**config.mk**
```make
export PLATFORM = sky130hd
export DESIGN_NAME = ppm_p6_stream_parser_unit_flat
export DESIGN_NICKNAME = d
export VERILOG_FILES = /design/src/ppsp_pkg.sv /design/src/ppsp_if.sv /design/src/ppsp_front.sv /design/src/ppsp_queue.sv /design/src/ppsp_back.sv /design/src/ppm_p6_stream_parser_unit.sv /design/src/flat_wrapper.sv
export SDC_FILE = /design/constraint.sdc
export NUM_CORES = 1
export LEC_CHECK = 0
export ABC_AREA = 1
export BUFFER_PORTS_ARGS = -buffer_cell sky130_fd_sc_hd__buf_2
export CAP_MARGIN = 40
export CELL_PAD_IN_SITES_DETAIL_PLACEMENT = 1
export CELL_PAD_IN_SITES_GLOBAL_PLACEMENT = 2
export CORE_MARGIN = 2
export CORE_UTILIZATION = 35
export DETAILED_ROUTE_END_ITERATION = 8
export GPL_ROUTABILITY_DRIVEN = 0
export GPL_TIMING_DRIVEN = 0
export PLACE_DENSITY_LB_ADDON = 0.1
export SETUP_SLACK_MARGIN = 0.05
export SLEW_MARGIN = 5
export SYNTH_ARGS = -nofsm -noshare
export SYNTH_HDL_FRONTEND = slang
export SYNTH_HIERARCHICAL = 1
export SYNTH_SLANG_ARGS = --single-unit
```
**constraint.sdc**
```tcl
create_clock -name clk_i -period 8.95 [get_ports clk_i]
set_clock_uncertainty 0.2 [all_clocks]
set_input_delay 1.3425 -clock clk_i [delete_from_list [all_inputs] [get_ports clk_i]]
set_output_delay 1.3425 -clock clk_i [all_outputs]
set_load 0.02 [all_outputs]
```
**src/ppsp_pkg.sv**
```systemverilog
// ----------------------------------------------------------------------------
// PPM P6 stream parser package
// Shared constants, codes and types for the byte-stream PPM header and pixel
// parser.
// ----------------------------------------------------------------------------
package ppsp_pkg;

  // Largest accepted image width or height.
  localparam int unsigned MaxDim = 4096;
  // Value at which a decimal magnitude saturates while it is gathered.
  localparam int unsigned NumCap = (MaxDim > 255) ? (MaxDim + 1) : 256;
  // Largest accepted maximum colour value.
  localparam int unsigned MaxColour = 255;

  // Field widths of the result item.
  localparam int unsigned DimW   = 13;
  localparam int unsigned PosW   = 12;
  localparam int unsigned AccW   = 13;
  // Width of the multiply-accumulate result for one decimal digit.
  localparam int unsigned MacW   = AccW + 4;

  // Depth of the queue between the front and back parts.
  localparam int unsigned QueueDepth = 2;
  localparam int unsigned QueuePtrW  = $clog2(QueueDepth);
  localparam int unsigned QueueCntW  = $clog2(QueueDepth + 1);

  // Character codes used by the header syntax.
  localparam logic [7:0] ChP     = 8'h50;
  localparam logic [7:0] ChSix   = 8'h36;
  localparam logic [7:0] ChPlus  = 8'h2B;
  localparam logic [7:0] ChMinus = 8'h2D;
  localparam logic [7:0] ChZero  = 8'h30;
  localparam logic [7:0] ChNine  = 8'h39;
  localparam logic [7:0] ChSpace = 8'h20;
  localparam logic [7:0] ChTab   = 8'h09;
  localparam logic [7:0] ChCr    = 8'h0D;

  // Kind of a result item.
  typedef enum logic [1:0] {
    KIND_HEADER = 2'd0,
    KIND_PIXEL  = 2'd1,
    KIND_ERROR  = 2'd2
  } kind_e;

  // Error codes carried with an error result.
  typedef enum logic [1:0] {
    ERR_MAGIC  = 2'd0,
    ERR_NUMBER = 2'd1,
    ERR_MAXVAL = 2'd2
  } err_e;

  // Parser phase, one-hot.
  typedef enum logic [13:0] {
    PH_MAG_P   = 14'b00000000000001,
    PH_MAG_6   = 14'b00000000000010,
    PH_MAG_END = 14'b00000000000100,
    PH_W_START = 14'b00000000001000,
    PH_W_SIGN  = 14'b00000000010000,
    PH_W_DIG   = 14'b00000000100000,
    PH_H_START = 14'b00000001000000,
    PH_H_SIGN  = 14'b00000010000000,
    PH_H_DIG   = 14'b00000100000000,
    PH_M_START = 14'b00001000000000,
    PH_M_SIGN  = 14'b00010000000000,
    PH_M_DIG   = 14'b00100000000000,
    PH_PIXEL   = 14'b01000000000000,
    PH_HALT    = 14'b10000000000000
  } phase_e;

  // A classified input byte as it travels from the front to the back part.
  typedef struct packed {
    logic [7:0] data;
    logic       restart;
    logic       is_ws;
    logic       is_digit;
    logic [3:0] digit;
    logic       is_sign;
    logic       is_minus;
    logic       is_p;
    logic       is_six;
  } byte_cls_t;

endpackage

```
**src/ppsp_if.sv**
```systemverilog
// ----------------------------------------------------------------------------
// PPM P6 stream parser channels
// Valid/ready channels for the input bytes and the result items.
// ----------------------------------------------------------------------------

// Input byte channel.
interface ppsp_in_if;
  logic       valid;
  logic       ready;
  logic [7:0] in_byte;
  logic       restart;

  modport source (output valid, output in_byte, output restart, input ready);
  modport sink (input valid, input in_byte, input restart, output ready);
endinterface

// Result channel.
interface ppsp_out_if;
  logic        valid;
  logic        ready;
  logic [1:0]  result_kind;
  logic [12:0] image_width;
  logic [12:0] image_height;
  logic [7:0]  max_value;
  logic [11:0] pixel_row;
  logic [11:0] pixel_column;
  logic [7:0]  red;
  logic [7:0]  green;
  logic [7:0]  blue;
  logic [2:0]  keep_mask;
  logic        last_pixel;
  logic [1:0]  error_code;

  modport source (
    output valid, output result_kind, output image_width, output image_height,
    output max_value, output pixel_row, output pixel_column, output red,
    output green, output blue, output keep_mask, output last_pixel,
    output error_code, input ready
  );
  modport sink (
    input valid, input result_kind, input image_width, input image_height,
    input max_value, input pixel_row, input pixel_column, input red,
    input green, input blue, input keep_mask, input last_pixel,
    input error_code, output ready
  );
endinterface

```
**src/ppsp_front.sv**
```systemverilog
// ----------------------------------------------------------------------------
// PPM P6 stream parser front end
// Accepts input bytes and classifies each one for the parser back end.
// ----------------------------------------------------------------------------
module ppsp_front (
  ppsp_in_if.sink             in_i,
  output logic                push_valid_o,
  output ppsp_pkg::byte_cls_t push_data_o,
  input  logic                push_ready_i
);

  logic [7:0] b;

  assign b = in_i.in_byte;

  // The front accepts a byte whenever the queue has room for it.
  assign in_i.ready   = push_ready_i;
  assign push_valid_o = in_i.valid;

  // Character classification: whitespace, digits, signs and magic letters.
  always_comb begin
    push_data_o          = '0;
    push_data_o.data     = b;
    push_data_o.restart  = in_i.restart;
    push_data_o.is_ws    = (b == ppsp_pkg::ChSpace) ||
                           ((b >= ppsp_pkg::ChTab) && (b <= ppsp_pkg::ChCr));
    push_data_o.is_digit = (b >= ppsp_pkg::ChZero) && (b <= ppsp_pkg::ChNine);
    push_data_o.digit    = 4'(b - ppsp_pkg::ChZero);
    push_data_o.is_sign  = (b == ppsp_pkg::ChPlus) || (b == ppsp_pkg::ChMinus);
    push_data_o.is_minus = (b == ppsp_pkg::ChMinus);
    push_data_o.is_p     = (b == ppsp_pkg::ChP);
    push_data_o.is_six   = (b == ppsp_pkg::ChSix);
  end

endmodule

```
**src/ppsp_queue.sv**
```systemverilog
// ----------------------------------------------------------------------------
// PPM P6 stream parser queue
// Short first-in first-out queue of classified bytes between the front and
// back ends, so that each side can stall on its own.
// ----------------------------------------------------------------------------
module ppsp_queue (
  input  logic                clk_i,
  input  logic                rst_ni,
  input  logic                push_valid_i,
  input  ppsp_pkg::byte_cls_t push_data_i,
  output logic                push_ready_o,
  output logic                pop_valid_o,
  output ppsp_pkg::byte_cls_t pop_data_o,
  input  logic                pop_ready_i
);

  ppsp_pkg::byte_cls_t                    mem_q [ppsp_pkg::QueueDepth];
  logic [ppsp_pkg::QueuePtrW-1:0]         wr_ptr_q, wr_ptr_d;
  logic [ppsp_pkg::QueuePtrW-1:0]         rd_ptr_q, rd_ptr_d;
  logic [ppsp_pkg::QueueCntW-1:0]         count_q, count_d;
  logic                                   push, pop;

  assign push_ready_o = (count_q != ppsp_pkg::QueueCntW'(ppsp_pkg::QueueDepth));
  assign pop_valid_o  = (count_q != '0);
  assign pop_data_o   = mem_q[rd_ptr_q];

  assign push = push_valid_i && push_ready_o;
  assign pop  = pop_valid_o && pop_ready_i;

  // Pointer and fill count update.
  always_comb begin
    wr_ptr_d = wr_ptr_q;
    rd_ptr_d = rd_ptr_q;
    count_d  = count_q;
    if (push) begin
      wr_ptr_d = (wr_ptr_q == ppsp_pkg::QueuePtrW'(ppsp_pkg::QueueDepth - 1)) ?
                 '0 : wr_ptr_q + 1'b1;
    end
    if (pop) begin
      rd_ptr_d = (rd_ptr_q == ppsp_pkg::QueuePtrW'(ppsp_pkg::QueueDepth - 1)) ?
                 '0 : rd_ptr_q + 1'b1;
    end
    if (push && !pop) begin
      count_d = count_q + 1'b1;
    end else if (pop && !push) begin
      count_d = count_q - 1'b1;
    end
  end

  always_ff @(posedge clk_i or negedge rst_ni) begin
    if (!rst_ni) begin
      wr_ptr_q <= '0;
      rd_ptr_q <= '0;
      count_q  <= '0;
    end else begin
      wr_ptr_q <= wr_ptr_d;
      rd_ptr_q <= rd_ptr_d;
      count_q  <= count_d;
    end
  end

  // Entry storage.
  always_ff @(posedge clk_i) begin
    if (push) begin
      mem_q[wr_ptr_q] <= push_data_i;
    end
  end

endmodule

```
**src/ppsp_back.sv**
```systemverilog
// ----------------------------------------------------------------------------
// PPM P6 stream parser back end
// Runs the header and pixel state machine on classified bytes and holds the
// result in an output register.
// ----------------------------------------------------------------------------
module ppsp_back (
  input  logic                clk_i,
  input  logic                rst_ni,
  input  logic                pop_valid_i,
  input  ppsp_pkg::byte_cls_t pop_data_i,
  output logic                pop_ready_o,
  ppsp_out_if.source          out_o
);

  ppsp_pkg::phase_e                phase_q, phase_d, cur_phase;
  logic [ppsp_pkg::AccW-1:0]       acc_q, acc_d;
  logic                            neg_q, neg_d;
  logic [ppsp_pkg::DimW-1:0]       width_q, width_d;
  logic [ppsp_pkg::DimW-1:0]       height_q, height_d;
  logic [7:0]                      maxval_q, maxval_d;
  logic [ppsp_pkg::PosW-1:0]       row_q, row_d;
  logic [ppsp_pkg::PosW-1:0]       col_q, col_d;
  logic [1:0]                      chan_q, chan_d;
  logic [7:0]                      red_q, red_d;
  logic [7:0]                      green_q, green_d;

  logic                            out_valid_q, out_valid_d;
  logic [1:0]                      kind_q, kind_d;
  logic [ppsp_pkg::DimW-1:0]       o_width_q, o_width_d;
  logic [ppsp_pkg::DimW-1:0]       o_height_q, o_height_d;
  logic [7:0]                      o_maxval_q, o_maxval_d;
  logic [ppsp_pkg::PosW-1:0]       o_row_q, o_row_d;
  logic [ppsp_pkg::PosW-1:0]       o_col_q, o_col_d;
  logic [7:0]                      o_red_q, o_red_d;
  logic [7:0]                      o_green_q, o_green_d;
  logic [7:0]                      o_blue_q, o_blue_d;
  logic [2:0]                      o_mask_q, o_mask_d;
  logic                            o_last_q, o_last_d;
  logic [1:0]                      o_err_q, o_err_d;

  logic                            pop, fire;
  logic [ppsp_pkg::MacW-1:0]       mac;
  logic [ppsp_pkg::AccW-1:0]       acc_sat;
  logic                            dim_bad, max_bad;
  logic                            do_start;
  logic [1:0]                      start_field;
  ppsp_pkg::phase_e                ph_start, ph_sign, ph_dig;
  logic [ppsp_pkg::DimW-1:0]       row_inc, col_inc;
  logic                            row_end, col_end;
  ppsp_pkg::byte_cls_t             c;

  assign c = pop_data_i;

  // The back end takes a byte when the output register is free or draining.
  assign pop_ready_o = !out_valid_q || out_o.ready;
  assign pop         = pop_valid_i && pop_ready_o;

  // A restart puts the parser back at the magic before this byte is used.
  assign cur_phase = c.restart ? ppsp_pkg::PH_MAG_P : phase_q;

  // Decimal accumulation with saturation.
  assign mac     = ppsp_pkg::MacW'(acc_q) * ppsp_pkg::MacW'(10) + ppsp_pkg::MacW'(c.digit);
  assign acc_sat = (mac > ppsp_pkg::MacW'(ppsp_pkg::NumCap)) ?
                   ppsp_pkg::AccW'(ppsp_pkg::NumCap) : mac[ppsp_pkg::AccW-1:0];

  // Range checks on a completed number.
  assign dim_bad = neg_q || (acc_q == '0) || (acc_q > ppsp_pkg::AccW'(ppsp_pkg::MaxDim));
  assign max_bad = neg_q || (acc_q == '0) ||
                   (acc_q > ppsp_pkg::AccW'(ppsp_pkg::MaxColour));

  // Pixel position bookkeeping.
  assign row_inc = ppsp_pkg::DimW'(row_q) + 1'b1;
  assign col_inc = ppsp_pkg::DimW'(col_q) + 1'b1;
  assign row_end = (row_inc >= height_q);
  assign col_end = (col_inc >= width_q);

  // Phases belonging to the field whose start is being handled.
  always_comb begin
    unique case (start_field)
      2'd0: begin
        ph_start = ppsp_pkg::PH_W_START;
        ph_sign  = ppsp_pkg::PH_W_SIGN;
        ph_dig   = ppsp_pkg::PH_W_DIG;
      end
      2'd1: begin
        ph_start = ppsp_pkg::PH_H_START;
        ph_sign  = ppsp_pkg::PH_H_SIGN;
        ph_dig   = ppsp_pkg::PH_H_DIG;
      end
      default: begin
        ph_start = ppsp_pkg::PH_M_START;
        ph_sign  = ppsp_pkg::PH_M_SIGN;
        ph_dig   = ppsp_pkg::PH_M_DIG;
      end
    endcase
  end

  // Parser state machine, one byte per cycle while the output register is free or draining.
  always_comb begin
    phase_d     = phase_q;
    acc_d       = acc_q;
    neg_d       = neg_q;
    width_d     = width_q;
    height_d    = height_q;
    maxval_d    = maxval_q;
    row_d       = row_q;
    col_d       = col_q;
    chan_d      = chan_q;
    red_d       = red_q;
    green_d     = green_q;
    do_start    = 1'b0;
    start_field = 2'd0;
    fire        = 1'b0;
    kind_d      = kind_q;
    o_width_d   = o_width_q;
    o_height_d  = o_height_q;
    o_maxval_d  = o_maxval_q;
    o_row_d     = o_row_q;
    o_col_d     = o_col_q;
    o_red_d     = o_red_q;
    o_green_d   = o_green_q;
    o_blue_d    = o_blue_q;
    o_mask_d    = o_mask_q;
    o_last_d    = o_last_q;
    o_err_d     = o_err_q;

    if (pop) begin
      // Error results carry only the kind and the code.
      o_width_d  = '0;
      o_height_d = '0;
      o_maxval_d = '0;
      o_row_d    = '0;
      o_col_d    = '0;
      o_red_d    = '0;
      o_green_d  = '0;
      o_blue_d   = '0;
      o_mask_d   = '0;
      o_last_d   = 1'b0;
      o_err_d    = '0;
      kind_d     = ppsp_pkg::KIND_ERROR;

      unique case (cur_phase) inside
        ppsp_pkg::PH_MAG_P: begin
          phase_d = ppsp_pkg::PH_MAG_P;
          if (c.is_p) begin
            phase_d = ppsp_pkg::PH_MAG_6;
          end else if (!c.is_ws) begin
            fire    = 1'b1;
            o_err_d = ppsp_pkg::ERR_MAGIC;
          end
        end
        ppsp_pkg::PH_MAG_6: begin
          if (c.is_six) begin
            phase_d = ppsp_pkg::PH_MAG_END;
          end else begin
            fire    = 1'b1;
            o_err_d = ppsp_pkg::ERR_MAGIC;
          end
        end
        ppsp_pkg::PH_MAG_END: begin
          if (c.is_ws) begin
            phase_d = ppsp_pkg::PH_W_START;
          end else begin
            fire    = 1'b1;
            o_err_d = ppsp_pkg::ERR_MAGIC;
          end
        end
        ppsp_pkg::PH_W_START: begin
          do_start    = 1'b1;
          start_field = 2'd0;
        end
        ppsp_pkg::PH_H_START: begin
          do_start    = 1'b1;
          start_field = 2'd1;
        end
        ppsp_pkg::PH_M_START: begin
          do_start    = 1'b1;
          start_field = 2'd2;
        end
        ppsp_pkg::PH_W_SIGN, ppsp_pkg::PH_H_SIGN, ppsp_pkg::PH_M_SIGN: begin
          // A sign must be followed by at least one digit.
          if (c.is_digit) begin
            acc_d = acc_sat;
            if (cur_phase == ppsp_pkg::PH_W_SIGN) begin
              phase_d = ppsp_pkg::PH_W_DIG;
            end else if (cur_phase == ppsp_pkg::PH_H_SIGN) begin
              phase_d = ppsp_pkg::PH_H_DIG;
            end else begin
              phase_d = ppsp_pkg::PH_M_DIG;
            end
          end else begin
            fire    = 1'b1;
            o_err_d = ppsp_pkg::ERR_NUMBER;
          end
        end
        ppsp_pkg::PH_W_DIG: begin
          if (c.is_digit) begin
            acc_d = acc_sat;
          end else if (dim_bad) begin
            fire    = 1'b1;
            o_err_d = ppsp_pkg::ERR_NUMBER;
          end else begin
            // The ending byte also opens the height field.
            width_d     = acc_q;
            do_start    = 1'b1;
            start_field = 2'd1;
          end
        end
        ppsp_pkg::PH_H_DIG: begin
          if (c.is_digit) begin
            acc_d = acc_sat;
          end else if (dim_bad) begin
            fire    = 1'b1;
            o_err_d = ppsp_pkg::ERR_NUMBER;
          end else begin
            height_d    = acc_q;
            do_start    = 1'b1;
            start_field = 2'd2;
          end
        end
        ppsp_pkg::PH_M_DIG: begin
          if (c.is_digit) begin
            acc_d = acc_sat;
          end else if (max_bad) begin
            fire    = 1'b1;
            o_err_d = ppsp_pkg::ERR_MAXVAL;
          end else begin
            // The ending byte is the separator; the header is reported here.
            maxval_d   = acc_q[7:0];
            row_d      = '0;
            col_d      = '0;
            chan_d     = '0;
            phase_d    = ppsp_pkg::PH_PIXEL;
            fire       = 1'b1;
            kind_d     = ppsp_pkg::KIND_HEADER;
            o_width_d  = width_q;
            o_height_d = height_q;
            o_maxval_d = acc_q[7:0];
          end
        end
        ppsp_pkg::PH_PIXEL: begin
          if (chan_q == 2'd0) begin
            red_d  = c.data;
            chan_d = 2'd1;
          end else if (chan_q == 2'd1) begin
            green_d = c.data;
            chan_d  = 2'd2;
          end else begin
            fire       = 1'b1;
            kind_d     = ppsp_pkg::KIND_PIXEL;
            o_width_d  = width_q;
            o_height_d = height_q;
            o_maxval_d = maxval_q;
            o_row_d    = row_q;
            o_col_d    = col_q;
            o_red_d    = red_q;
            o_green_d  = green_q;
            o_blue_d   = c.data;
            o_mask_d   = {c.data <= maxval_q, green_q <= maxval_q, red_q <= maxval_q};
            o_last_d   = row_end && col_end;
            chan_d     = 2'd0;
            if (row_end && col_end) begin
              phase_d = ppsp_pkg::PH_HALT;
            end else if (col_end) begin
              col_d = '0;
              row_d = row_q + 1'b1;
            end else begin
              col_d = col_q + 1'b1;
            end
          end
        end
        ppsp_pkg::PH_HALT: begin
          phase_d = ppsp_pkg::PH_HALT;
        end
        default: begin
          phase_d = ppsp_pkg::PH_HALT;
        end
      endcase

      // Start of a numeric field: whitespace, a sign or the first digit.
      if (do_start) begin
        if (c.is_ws) begin
          phase_d = ph_start;
        end else if (c.is_sign) begin
          neg_d   = c.is_minus;
          acc_d   = '0;
          phase_d = ph_sign;
        end else if (c.is_digit) begin
          neg_d   = 1'b0;
          acc_d   = ppsp_pkg::AccW'(c.digit);
          phase_d = ph_dig;
        end else begin
          fire    = 1'b1;
          o_err_d = ppsp_pkg::ERR_NUMBER;
        end
      end

      // Any error leaves the parser halted until restart.
      if (fire && (kind_d == ppsp_pkg::KIND_ERROR)) begin
        phase_d = ppsp_pkg::PH_HALT;
      end
    end

    out_valid_d = (pop && fire) || (out_valid_q && !out_o.ready);
  end

  // Control state.
  always_ff @(posedge clk_i or negedge rst_ni) begin
    if (!rst_ni) begin
      phase_q     <= ppsp_pkg::PH_MAG_P;
      acc_q       <= '0;
      neg_q       <= 1'b0;
      width_q     <= '0;
      height_q    <= '0;
      maxval_q    <= 8'd1;
      row_q       <= '0;
      col_q       <= '0;
      chan_q      <= '0;
      red_q       <= '0;
      green_q     <= '0;
      out_valid_q <= 1'b0;
    end else begin
      phase_q     <= phase_d;
      acc_q       <= acc_d;
      neg_q       <= neg_d;
      width_q     <= width_d;
      height_q    <= height_d;
      maxval_q    <= maxval_d;
      row_q       <= row_d;
      col_q       <= col_d;
      chan_q      <= chan_d;
      red_q       <= red_d;
      green_q     <= green_d;
      out_valid_q <= out_valid_d;
    end
  end

  // Output payload register, loaded only when a new result is produced.
  always_ff @(posedge clk_i) begin
    if (pop && fire) begin
      kind_q     <= kind_d;
      o_width_q  <= o_width_d;
      o_height_q <= o_height_d;
      o_maxval_q <= o_maxval_d;
      o_row_q    <= o_row_d;
      o_col_q    <= o_col_d;
      o_red_q    <= o_red_d;
      o_green_q  <= o_green_d;
      o_blue_q   <= o_blue_d;
      o_mask_q   <= o_mask_d;
      o_last_q   <= o_last_d;
      o_err_q    <= o_err_d;
    end
  end

  assign out_o.valid        = out_valid_q;
  assign out_o.result_kind  = kind_q;
  assign out_o.image_width  = o_width_q;
  assign out_o.image_height = o_height_q;
  assign out_o.max_value    = o_maxval_q;
  assign out_o.pixel_row    = o_row_q;
  assign out_o.pixel_column = o_col_q;
  assign out_o.red          = o_red_q;
  assign out_o.green        = o_green_q;
  assign out_o.blue         = o_blue_q;
  assign out_o.keep_mask    = o_mask_q;
  assign out_o.last_pixel   = o_last_q;
  assign out_o.error_code   = o_err_q;

endmodule

```
**src/ppm_p6_stream_parser_unit.sv**
```systemverilog
// ----------------------------------------------------------------------------
// PPM P6 stream parser
// Parses a binary PPM (P6) byte stream into a header result, pixel results
// and error results.
// ----------------------------------------------------------------------------
// The block takes one byte per clock cycle while the output register is free
// or draining and gives at most one result per byte. A byte is classified as
// it is accepted and written into a two-entry queue; the parser state machine
// takes one byte per cycle from the queue under the same condition and writes
// any result into the output register, so a byte passes through the queue and
// then the output register before its result is presented. The parser state
// machine, which handles a single byte in each cycle, sets the sustained rate.
// While the output register holds a result that is not taken, the queue absorbs
// up to two further bytes before the input stalls. A byte with restart set
// returns the parser to the start of a new file before the byte itself is parsed.
// After an error or the last pixel, bytes are taken and dropped until a restart.
module ppm_p6_stream_parser_unit (
  input  logic       clk_i,
  input  logic       rst_ni,
  ppsp_in_if.sink    in_i,
  ppsp_out_if.source out_o
);

  logic                push_valid, push_ready;
  ppsp_pkg::byte_cls_t push_data;
  logic                pop_valid, pop_ready;
  ppsp_pkg::byte_cls_t pop_data;

  // Byte acceptance and classification.
  ppsp_front u_front (
    .in_i         (in_i),
    .push_valid_o (push_valid),
    .push_data_o  (push_data),
    .push_ready_i (push_ready)
  );

  // Decoupling queue.
  ppsp_queue u_queue (
    .clk_i        (clk_i),
    .rst_ni       (rst_ni),
    .push_valid_i (push_valid),
    .push_data_i  (push_data),
    .push_ready_o (push_ready),
    .pop_valid_o  (pop_valid),
    .pop_data_o   (pop_data),
    .pop_ready_i  (pop_ready)
  );

  // Parser and result register.
  ppsp_back u_back (
    .clk_i       (clk_i),
    .rst_ni      (rst_ni),
    .pop_valid_i (pop_valid),
    .pop_data_i  (pop_data),
    .pop_ready_o (pop_ready),
    .out_o       (out_o)
  );

endmodule

```
**src/flat_wrapper.sv**
```systemverilog
// flat-port wrapper written by rule: the top's interface ports become plain ports
module ppm_p6_stream_parser_unit_flat 
  (clk_i, rst_ni, in_i_valid, in_i_in_byte, in_i_restart, in_i_ready, out_o_valid, out_o_result_kind, out_o_image_width, out_o_image_height, out_o_max_value, out_o_pixel_row, out_o_pixel_column, out_o_red, out_o_green, out_o_blue, out_o_keep_mask, out_o_last_pixel, out_o_error_code, out_o_ready);
  ppsp_in_if in_i_i ();
  ppsp_out_if out_o_i ();
  input  logic clk_i;
  input  logic rst_ni;
  input wire logic [$bits(in_i_i.valid)-1:0] in_i_valid;
  input wire logic [$bits(in_i_i.in_byte)-1:0] in_i_in_byte;
  input wire logic [$bits(in_i_i.restart)-1:0] in_i_restart;
  output wire logic [$bits(in_i_i.ready)-1:0] in_i_ready;
  output wire logic [$bits(out_o_i.valid)-1:0] out_o_valid;
  output wire logic [$bits(out_o_i.result_kind)-1:0] out_o_result_kind;
  output wire logic [$bits(out_o_i.image_width)-1:0] out_o_image_width;
  output wire logic [$bits(out_o_i.image_height)-1:0] out_o_image_height;
  output wire logic [$bits(out_o_i.max_value)-1:0] out_o_max_value;
  output wire logic [$bits(out_o_i.pixel_row)-1:0] out_o_pixel_row;
  output wire logic [$bits(out_o_i.pixel_column)-1:0] out_o_pixel_column;
  output wire logic [$bits(out_o_i.red)-1:0] out_o_red;
  output wire logic [$bits(out_o_i.green)-1:0] out_o_green;
  output wire logic [$bits(out_o_i.blue)-1:0] out_o_blue;
  output wire logic [$bits(out_o_i.keep_mask)-1:0] out_o_keep_mask;
  output wire logic [$bits(out_o_i.last_pixel)-1:0] out_o_last_pixel;
  output wire logic [$bits(out_o_i.error_code)-1:0] out_o_error_code;
  input wire logic [$bits(out_o_i.ready)-1:0] out_o_ready;
  assign in_i_i.valid = in_i_valid;
  assign in_i_i.in_byte = in_i_in_byte;
  assign in_i_i.restart = in_i_restart;
  assign in_i_ready = in_i_i.ready;
  assign out_o_valid = out_o_i.valid;
  assign out_o_result_kind = out_o_i.result_kind;
  assign out_o_image_width = out_o_i.image_width;
  assign out_o_image_height = out_o_i.image_height;
  assign out_o_max_value = out_o_i.max_value;
  assign out_o_pixel_row = out_o_i.pixel_row;
  assign out_o_pixel_column = out_o_i.pixel_column;
  assign out_o_red = out_o_i.red;
  assign out_o_green = out_o_i.green;
  assign out_o_blue = out_o_i.blue;
  assign out_o_keep_mask = out_o_i.keep_mask;
  assign out_o_last_pixel = out_o_i.last_pixel;
  assign out_o_error_code = out_o_i.error_code;
  assign out_o_i.ready = out_o_ready;
  ppm_p6_stream_parser_unit u_core (.clk_i(clk_i), .rst_ni(rst_ni), .in_i(in_i_i), .out_o(out_o_i));
endmodule
```
After elaboration in Yosys (flattened, before gate mapping)
Memory sizes are Yosys's and may differ from the RTL's.
Cells that the tools add are included.
Storage, ports and cells
  memories kept: 1
  word-level logic and storage cells: 238
  RAM bits: 38
  register bits after elaboration: 199
  output and inout bits: 92
Memories
  u_core.u_queue.mem_q: words 2, bits a word 19, rd ports 1, clocked after memory_dff 0, wr ports 1, RTL line ppsp_queue.sv:17  | ppsp_pkg::byte_cls_t mem_q [ppsp_pkg::QueueDepth];
Cells by class
  equality and inequality tests: 28
  multipliers: 1
  reduce and logical (&&, ||, !) cells: 45
  mux-type cells: 108
  $add $sub $neg: 10
  order comparisons: 12
  bitwise logic cells: 6
Operators with widths (count)
  $mux 14: 14
  $mux 13: 15
  $mux 12: 12
  $pmux 14 s7: 1
  $pmux 12 s2: 3
  $pmux 13 s2: 2
  $mux 2: 20
  $eq 8x6->1 const B: 4
  $mux 8: 4
  $mux 1: 28
  $add 12x1->13 const B: 2
  $ge 13x13->1: 2
  $add 12x1->12 const B: 2
  $le 8x8->1: 3
  $reduce_and 4->1: 6
  $pmux 11 s2: 1
  $pmux 10 s2: 1
  $add 17x4->17: 1
  $gt 17x13->1 const B: 1
  $mul 13x3->16 const B: 1
  $pmux 8 s2: 1
  $eq 14x1->1 const B: 1
  $eq 14x10->1 const B: 1
  $eq 14x11->1 const B: 1
  45 further kinds: 83

Depth between registers and ports, before layout
Gate-level depths: netlist of run 1.
  depth in word-level cells: 14
  gate-level depth with buffers: 23

By module
The synthesis of run 1 kept the hierarchy.
By module, submodules not included
  ppsp_back: times used 1, cells each 1384, sequential area each 5332.6 µm², area an instance 11421.0 µm²
  ppsp_queue: times used 1, cells each 128, sequential area each 1241.2 µm², area an instance 1626.6 µm²
  ppsp_front: times used 1, cells each 51, sequential area each 0.0 µm², area an instance 267.8 µm²

Least setup slack after synthesis of run 1
Ideal clock, no wire load.
  kind: flip-flop to flip-flop
  start point: register u_core.u_queue.rd_ptr_q
  end point: register u_core.u_back.o_blue_q[0] (netlist: u_core/u_back/out_o.blue[0]), enable pin
  data arrival time: 5.941 ns
  setup time: 0.542 ns
  clock period less this slack: 6.682 ns
  path buffers: 2
  slack: 2.268 ns
  stages on the path, launching flop included: 20
  cell sequence: dfrtp_1 -> inv_1 -> buf_2 -> nand2_1 -> nand2_1 -> buf_6 -> nor2_1 -> nor2_2 -> nand3_1 -> nor2_2 -> inv_1 -> nor2_1 -> inv_1 -> nand3_1 -> a21oi_1 -> nor2_2 -> nand3_1 -> nand2_1 -> inv_1 -> nor2_1
RTL lines
  from (decl): RTL line ppsp_queue.sv:19  | logic [ppsp_pkg::QueuePtrW-1:0] rd_ptr_q, rd_ptr_d;
  from (signal assigned): RTL line ppsp_queue.sv:57  | rd_ptr_q <= rd_ptr_d;
  to (signal assigned): RTL line ppsp_back.sv:349  | o_blue_q <= o_blue_d;
  to (decl): RTL line ppsp_back.sv:36  | logic [7:0] o_blue_q, o_blue_d;

==> results of run 1 <==
## cells by family (layout without fill, tap and decap cells)
logic type | count (synthesis) | in the layout | share of synthesized area [%]
buffers and inverters | 266 | 426 | 8.354
flip-flops | 237 | 237 | 49.37
XOR/XNOR | 22 | 22 | 1.504
AND/OR/NAND/NOR | 739 | 739 | 23.97
adder cells (fa/ha/maj) | 82 | 82 | 7.818
AO/OA/AOI/OAI | 217 | 217 | 8.983
## cells in the mapped netlist, types with 12 or more instances
cell	number	area, sq um
xor2_1	18	157.7
dfrtp_1	107	2678
nand2_1	398	1494
nand3_1	84	420.4
nor3_1	20	100.1
ha_1	80	1001
inv_1	204	765.7
edfxtp_1	128	3844
nand4_1	24	150.1
a21oi_1	66	330.3
o21ai_2	12	105.1
nor2_1	163	611.8
o21ai_0	100	500.5
buf_4	17	127.6
o22ai_1	21	131.4
clkbuf_1	19	71.32
## stage by stage
stage	util (%)	setup WS, ps	instances	power (mW)
6_report	41.24	4569	2234	4.171
4_1_cts	41.24	4584	2234	4.250
5_1_grt	41.24	4288	2234	4.488
3_3_place_gp	38.49	-242.8	2176	3.076
2_1_floorplan	-	2268	1563	2.565
3_5_place_dp	38.86	4601	2182	3.120
## per-layer routing
layer	routed length, microns	vias up	share of wire [%]	track usage (%)
li1	-	5408	-	-
met1	18950	5257	49	28.24
met2	18130	120	47	33.15
met3	920	48	2.4	2.119
met4	737	0	1.9	4.643
met5	0	-	0	0
## registers in the layout, indices dropped and copies added (netlist names), 12 cells and up
register                          count
u_core/u_back/out_o.image_width      13
u_core/u_back/width_q                13
u_core/u_back/out_o.pixel_column     12
u_core/u_back/phase_q                14
u_core/u_queue/mem_q                 38
u_core/u_back/acc_q                  13
u_core/u_back/out_o.image_height     13
u_core/u_back/height_q               13
u_core/u_back/row_q                  12
u_core/u_back/out_o.pixel_row        12
u_core/u_back/col_q                  12
## layout make-up
class	instances	area, sq um	area share, %
repair buffers	108	634.4	4.093
well taps	511	639.4	4.126
clock inverters	14	106.4	0.6863
plain buffers	50	297.8	1.922
flip-flops and latches	237	6574	42.42
inverters	216	814.5	5.256
clock buffers	38	789.5	5.094
multi-input cells	1060	5642	36.40
## worst min path at each step
stage / from / end / slack [ps] / cells after the start
2_1_floorplan: u_core/u_back/phase_q[3] / u_core/u_back/phase_q[3] / 250 / 2
3_3_place_gp: u_core/u_back/phase_q[3] / u_core/u_back/phase_q[3] / 270 / 2
3_5_place_dp: u_core/u_back/maxval_q[6] / u_core/u_back/maxval_q[6] / 270 / 2
4_1_cts: u_core/u_back/width_q[9] / u_core/u_back/width_q[9] / 290 / 2
5_1_grt: u_core/u_back/row_q[11] / u_core/u_back/row_q[11] / 300 / 2
6_report: u_core/u_back/maxval_q[6] / u_core/u_back/maxval_q[6] / 280 / 2
## critical path: cells and delay by family (launching register included)
kind	cells	cell delay [ps]
compound gates	2	300
flops	1	400
buf+inv	7	1130
simple gates	10	2000
## report_power, final
part	internal (mW)	total, mW	leakage, nW	switching (mW)
combinational	0.481	1.63	4.04	1.14
sequential	1.36	1.44	2.62	0.0791
clock	0.647	1.11	0.442	0.459
==> results.yml, run 1 <==
floorplan:
  die_y_microns: 199.0
  ios: 105
  dieArea_sq_um: 39620
  core_sq_um: 37580
  row_count: 71
  fp.dieW_microns: 199.0
  start_util_pct: 35.43
synthesis:
  synth-main-ff-cell: "edfxtp_1"
  synth_warnings: 6
  syn-cell-area_sq_um: 13320
  syn-instance-count: 1563
  synth_nets: 1658
  synthDistinctLibCells: 49
  synth-seq-area-share_pct: 49.37
  synth-seq-cells: 237
  syn-mean-instance-area_sq_um: 8.519
  synth-edff-count: 128
  ys_async_sr_fraction_pct: 45.99
finish:
  layout_common_cells: "nand2_1 (398), inv_1 (204), nor2_1 (160), edfxtp_1 (128), buf_2 (108)"
  n_fill_cell: 4504
  final_common_cell: "nand2_1"
  drive_above_1_share_pct: 14.05
  num-nets-final: 1796
  final_area_sq_um: 15500
  syn_to_final_growth_pct: 16.39
  n_antenna_cell: 0
route:
  first_pass_iters: 4
  post-route-drc-count: 0
  first_iter_violations: 412
  num_vias: 10833
  via_per_inst: 4.849
  wl_per_cell_microns: 17.34
  wirelength_mm: 38.74
  antenna_left: 0
sta:
  rsz0062_at_grt: "no"
  slew_headroom_pct: 57.05
  worst-slew-pin-transition_ps: 644.3
  max_freq_mhz: 228.2
  slew_violations: 0
  period_share_pct: 48.95
  tns_ps: 0
  period_needed_ps: 4381
  hold_slack_ps: 281.8
  finalHoldViolations: 0
  setup_viol: 0
critical_path:
  start_kind: "register"
  path_common_cell: "nand3_1"
  cp_slowest_cell: "dfrtp_1"
  max_stage_delay_ps: 400
  end_kind: "register"
  reg2reg_from: "u_core/u_queue/rd_ptr_q"
  cp-startpoint: "u_core/u_queue/rd_ptr_q"
  critPathMaxFanout: 33
  cp_cell_sequence: "inv_1 > buf_2 > nand2_1 > nand2_1 > buf_6 > inv_4 > o21ai_1 > nand3_1 > nor2_1 > nand3_1 > nand3_1 > a21oi_1 > nor2_2 > nand3_1 > nand2_1 > inv_1 > nor2_4 > buf_12 > buf_12"
  worstPathArrival_ps: 4420
  crit_type: "register to register"
  worstSetupEndpoint: "u_core/u_back/out_o.pixel_row[4]"
  required_ps: 8990
  r2r_cells: 19
  reg2reg_slack_ps: 4570
  r2r_end: "u_core/u_back/out_o.pixel_row[4]"
job:
  drv_cap: 0
hold_path:
  hp-class: "register to register"
clocking:
  cts.reportedPaths.clkPinSlew_ps: 60
  cts_buffer_depth: 3
  clock_sinks: 237
  clk_latency_ps: 550
  cts_buffers: 28
  cts-root-buf: "clkbuf_16"
  cts_resized: 0
  cts_max_level: 1
  cts_tree: "done"
  cts_hold_repair.buffers: 0
  post-cts-setup-buffers: 0
grt:
  grt_pass1_wl_mm: 61.40
  grt_pass1_vias: 11068
  overflow: 0
  grt_max_degree: 72
  antenna_found_initial: 0
  grt.total_usage_pct: 20.06
place:
  io_buffers: 102
  placed_area_sq_um: 14600
  dpl.hpwl_mm: 30.39
outcome:
  status: "complete, no violations"
pwr:
  power.density_nw_per_um2: 269.2
  ir_worst_vdd_mv: 0.2149
  p_leak_nw: 7.103
(Power assumes the default switching activity.)
==> run 2: changes to the inputs <==
--- a/config.mk
+++ b/config.mk
@@ -11,7 +11,7 @@
 export CELL_PAD_IN_SITES_DETAIL_PLACEMENT = 1
 export CELL_PAD_IN_SITES_GLOBAL_PLACEMENT = 2
 export CORE_MARGIN = 2
-export CORE_UTILIZATION = 35
+export CORE_UTILIZATION = 34
 export DETAILED_ROUTE_END_ITERATION = 8
 export GPL_ROUTABILITY_DRIVEN = 0
 export GPL_TIMING_DRIVEN = 0
==> constraint.sdc (replaced) <==
create_clock -name clk_i -period 4 [get_ports clk_i]
set_clock_uncertainty 0.2 [all_clocks]
set_input_delay 0.6 -clock clk_i [delete_from_list [all_inputs] [get_ports clk_i]]
set_output_delay 0.6 -clock clk_i [all_outputs]
set_load 0.02 [all_outputs]
==> run 2 against run 1 <==
Setup slack worse by 4300 ps. Global-route usage is 0.59 points lower. Cell count is 0.85% higher. Sequential power is 120% higher. Critical endpoint is now u_core/u_back/out_o.image_height[0].
==> results.yml, run 2 (synthesis gave the netlist of run 1 again) <==
finish:
  fin_cells: 2253
  final_area_sq_um: 15840
  final_common_cell: "nand2_1"
  drive_above_1_share_pct: 16.48
  seqCellArea_sq_um: 6579
  largest_register_ff_count: 38
  layout_common_cells: "nand2_1 (397), inv_1 (202), nor2_1 (153), edfxtp_1 (128), buf_2 (106)"
  multi_input_area_sq_um: 5799
  reg.largest.list: "u_core/u_queue/mem_q x38, u_core/u_back/phase_q x14"
  regMostFlops: "u_core/u_queue/mem_q"
  num-nets-final: 1808
  n_antenna_cell: 0
  syn_to_final_growth_pct: 18.96
  n_fill_cell: 4606
clocking:
  clock_sinks: 237
  cts_max_level: 1
  cts.reportedPaths.clkPinSlew_ps: 60
  cts_buffers: 28
  cts_buffer_depth: 3
  clk_latency_ps: 560
  cts_tree: "done"
  cts-root-buf: "clkbuf_16"
sta:
  worst-slew-pin-transition_ps: 860.9
  slew_headroom_pct: 42.60
  rsz0062_at_grt: "yes"
  slew_violations: 0
  period_share_pct: 92.75
  finalHoldViolations: 0
  setup_viol: 0
  max_freq_mhz: 269.6
  period_needed_ps: 3710
job:
  drv_cap: 0
pwr:
  comb_power_share_pct: 39.0
  p_int_mw: 5.811
  p_sw_mw: 3.869
  ir_worst_vdd_mv: 0.3199
  switching_share_pct: 39.97
  power.density_nw_per_um2: 611.1
  p_leak_nw: 7.223
  p_clk_share_pct: 27.8
  seq_power_share_pct: 33.3
place:
  io_buffers: 102
  placed_cells: 2188
  dpl.hpwl_mm: 30.40
  placed_area_sq_um: 14660
route:
  antenna_left: 0
  via_per_inst: 4.780
  post-route-drc-count: 0
  wirelength_mm: 39.35
  first_iter_violations: 412
  num_vias: 10770
  first_pass_iters: 4
  wl_per_cell_microns: 17.47
grt:
  grt_max_degree: 71
  grt_pass1_wl_mm: 62.58
  grt_pass1_vias: 11117
  grt.total_usage_pct: 19.46
  overflow: 0
  antenna_found_initial: 0
floorplan:
  core_sq_um: 38650
  fp.dieW_microns: 201.9
  start_util_pct: 34.45
  row_count: 72
  ios: 105
  dieArea_sq_um: 40760
  die_y_microns: 201.9
critical_path:
  worstPathArrival_ps: 3760
  cp_top_family: "simple AND/OR/NAND/NOR gates"
  crit_type: "register to register"
  max_stage_delay_ps: 400
  required_ps: 4050
  path_common_cell: "nor2_4"
  critPathBufInv: 9
  cp_slowest_cell: "dfrtp_1"
  critPathMaxFanout: 31
  end_kind: "register"
  start_kind: "register"
  cp_cell_sequence: "inv_1 > buf_6 > nand2_1 > nand2_1 > buf_6 > inv_4 > o21ai_2 > nand3_4 > nor2_4 > inv_2 > nor2_1 > inv_1 > nand3_2 > a21oi_2 > nor2_4 > nand3_2 > nand2_2 > inv_2 > nor2_4 > buf_12 > buf_12"
hold_path:
  hp-class: "input pin to register"
outcome:
  status: "complete, no violations"
[run 2: changes by cell type in the layout (fill, tap and decap cells not counted), moves of 6 or more]
cell / change
buf_4: +8
clkbuf_1: -6
nor2_1: -7
nor2_4: +8
[run 2: layout make-up]
type / instances / area share [%]
buffer: 50 / 1.943
clock buffer: 30 / 4.605
clock inverter: 22 / 1.532
inverter: 216 / 5.142
multi-input combinational: 1062 / 36.61
sequential: 237 / 41.53
tap: 518 / 4.092
timing repair buffer: 118 / 4.542
[run 2: worst min-delay path: stages]
cell     delay (ps)
buf_4           120
nand2_4          90
xor2_2           60
[run 2: final timing paths]
kind / cells after the start / to / slack [ps] / startpoint
setup reg to reg: 21 / u_core/u_back/out_o.image_height[0] / 290 / u_core/u_queue/rd_ptr_q
setup / recovery: 21 / u_core/u_back/out_o.image_height[0] / 290 / u_core/u_queue/rd_ptr_q
min in group asynchronous: 2 / u_core/u_back/acc_q[11] / 330 / rst_ni
hold / removal: 3 / u_core/u_queue/wr_ptr_q / 140 / in_i_valid
max in group asynchronous: 3 / u_core/u_back/maxval_q[0] / 2520 / rst_ni
hold reg to reg: 2 / u_core/u_back/width_q[2] / 290 / u_core/u_back/width_q[2]
[run 2: routing by layer]
metal  global-route usage (%)  share of wire, %
met1                    27.33                48
met2                    32.13                47
met3                    2.144               3.0
met4                    4.832               1.8
met5                        0                 0
[run 2: power groups by stage]
stage	Combinational [mW]	Clock [mW]	Sequential [mW]
5_1_grt	4.26	2.85	3.26
4_1_cts	3.72	2.76	3.23
3_5_place_dp	3.67	0	3.28
3_3_place_gp	3.54	0	3.29
6_report	3.77	2.69	3.22
2_1_floorplan	2.24	0	3.52
[run 2: repair_timing]
action | 4_1_cts | 5_1_grt
gates cloned | 1 | 2
setup buffers | 1 | 7
hold buffers | 2 | 0
resized for setup | 8 | 18
endpoints found under the hold margin | 41 | 0
endpoints found under the setup margin | 98 | 86
pin swaps | 2 | 7
[run 2: through the flow]
stage	power (mW)	worst slack (ps)	setup TNS (ps)	utilization [%]	hold WS, ps
floorplan	5.758	18.01	0	-	104.4
global placement	6.829	-1022	-92040	37.64	264.4
detailed placement	6.943	-414.1	-21010	37.92	272.9
CTS	9.704	51.46	0	40.61	121.2
global route	10.37	35.87	0	40.99	141.2
finish	9.680	290.1	0	40.99	144.2
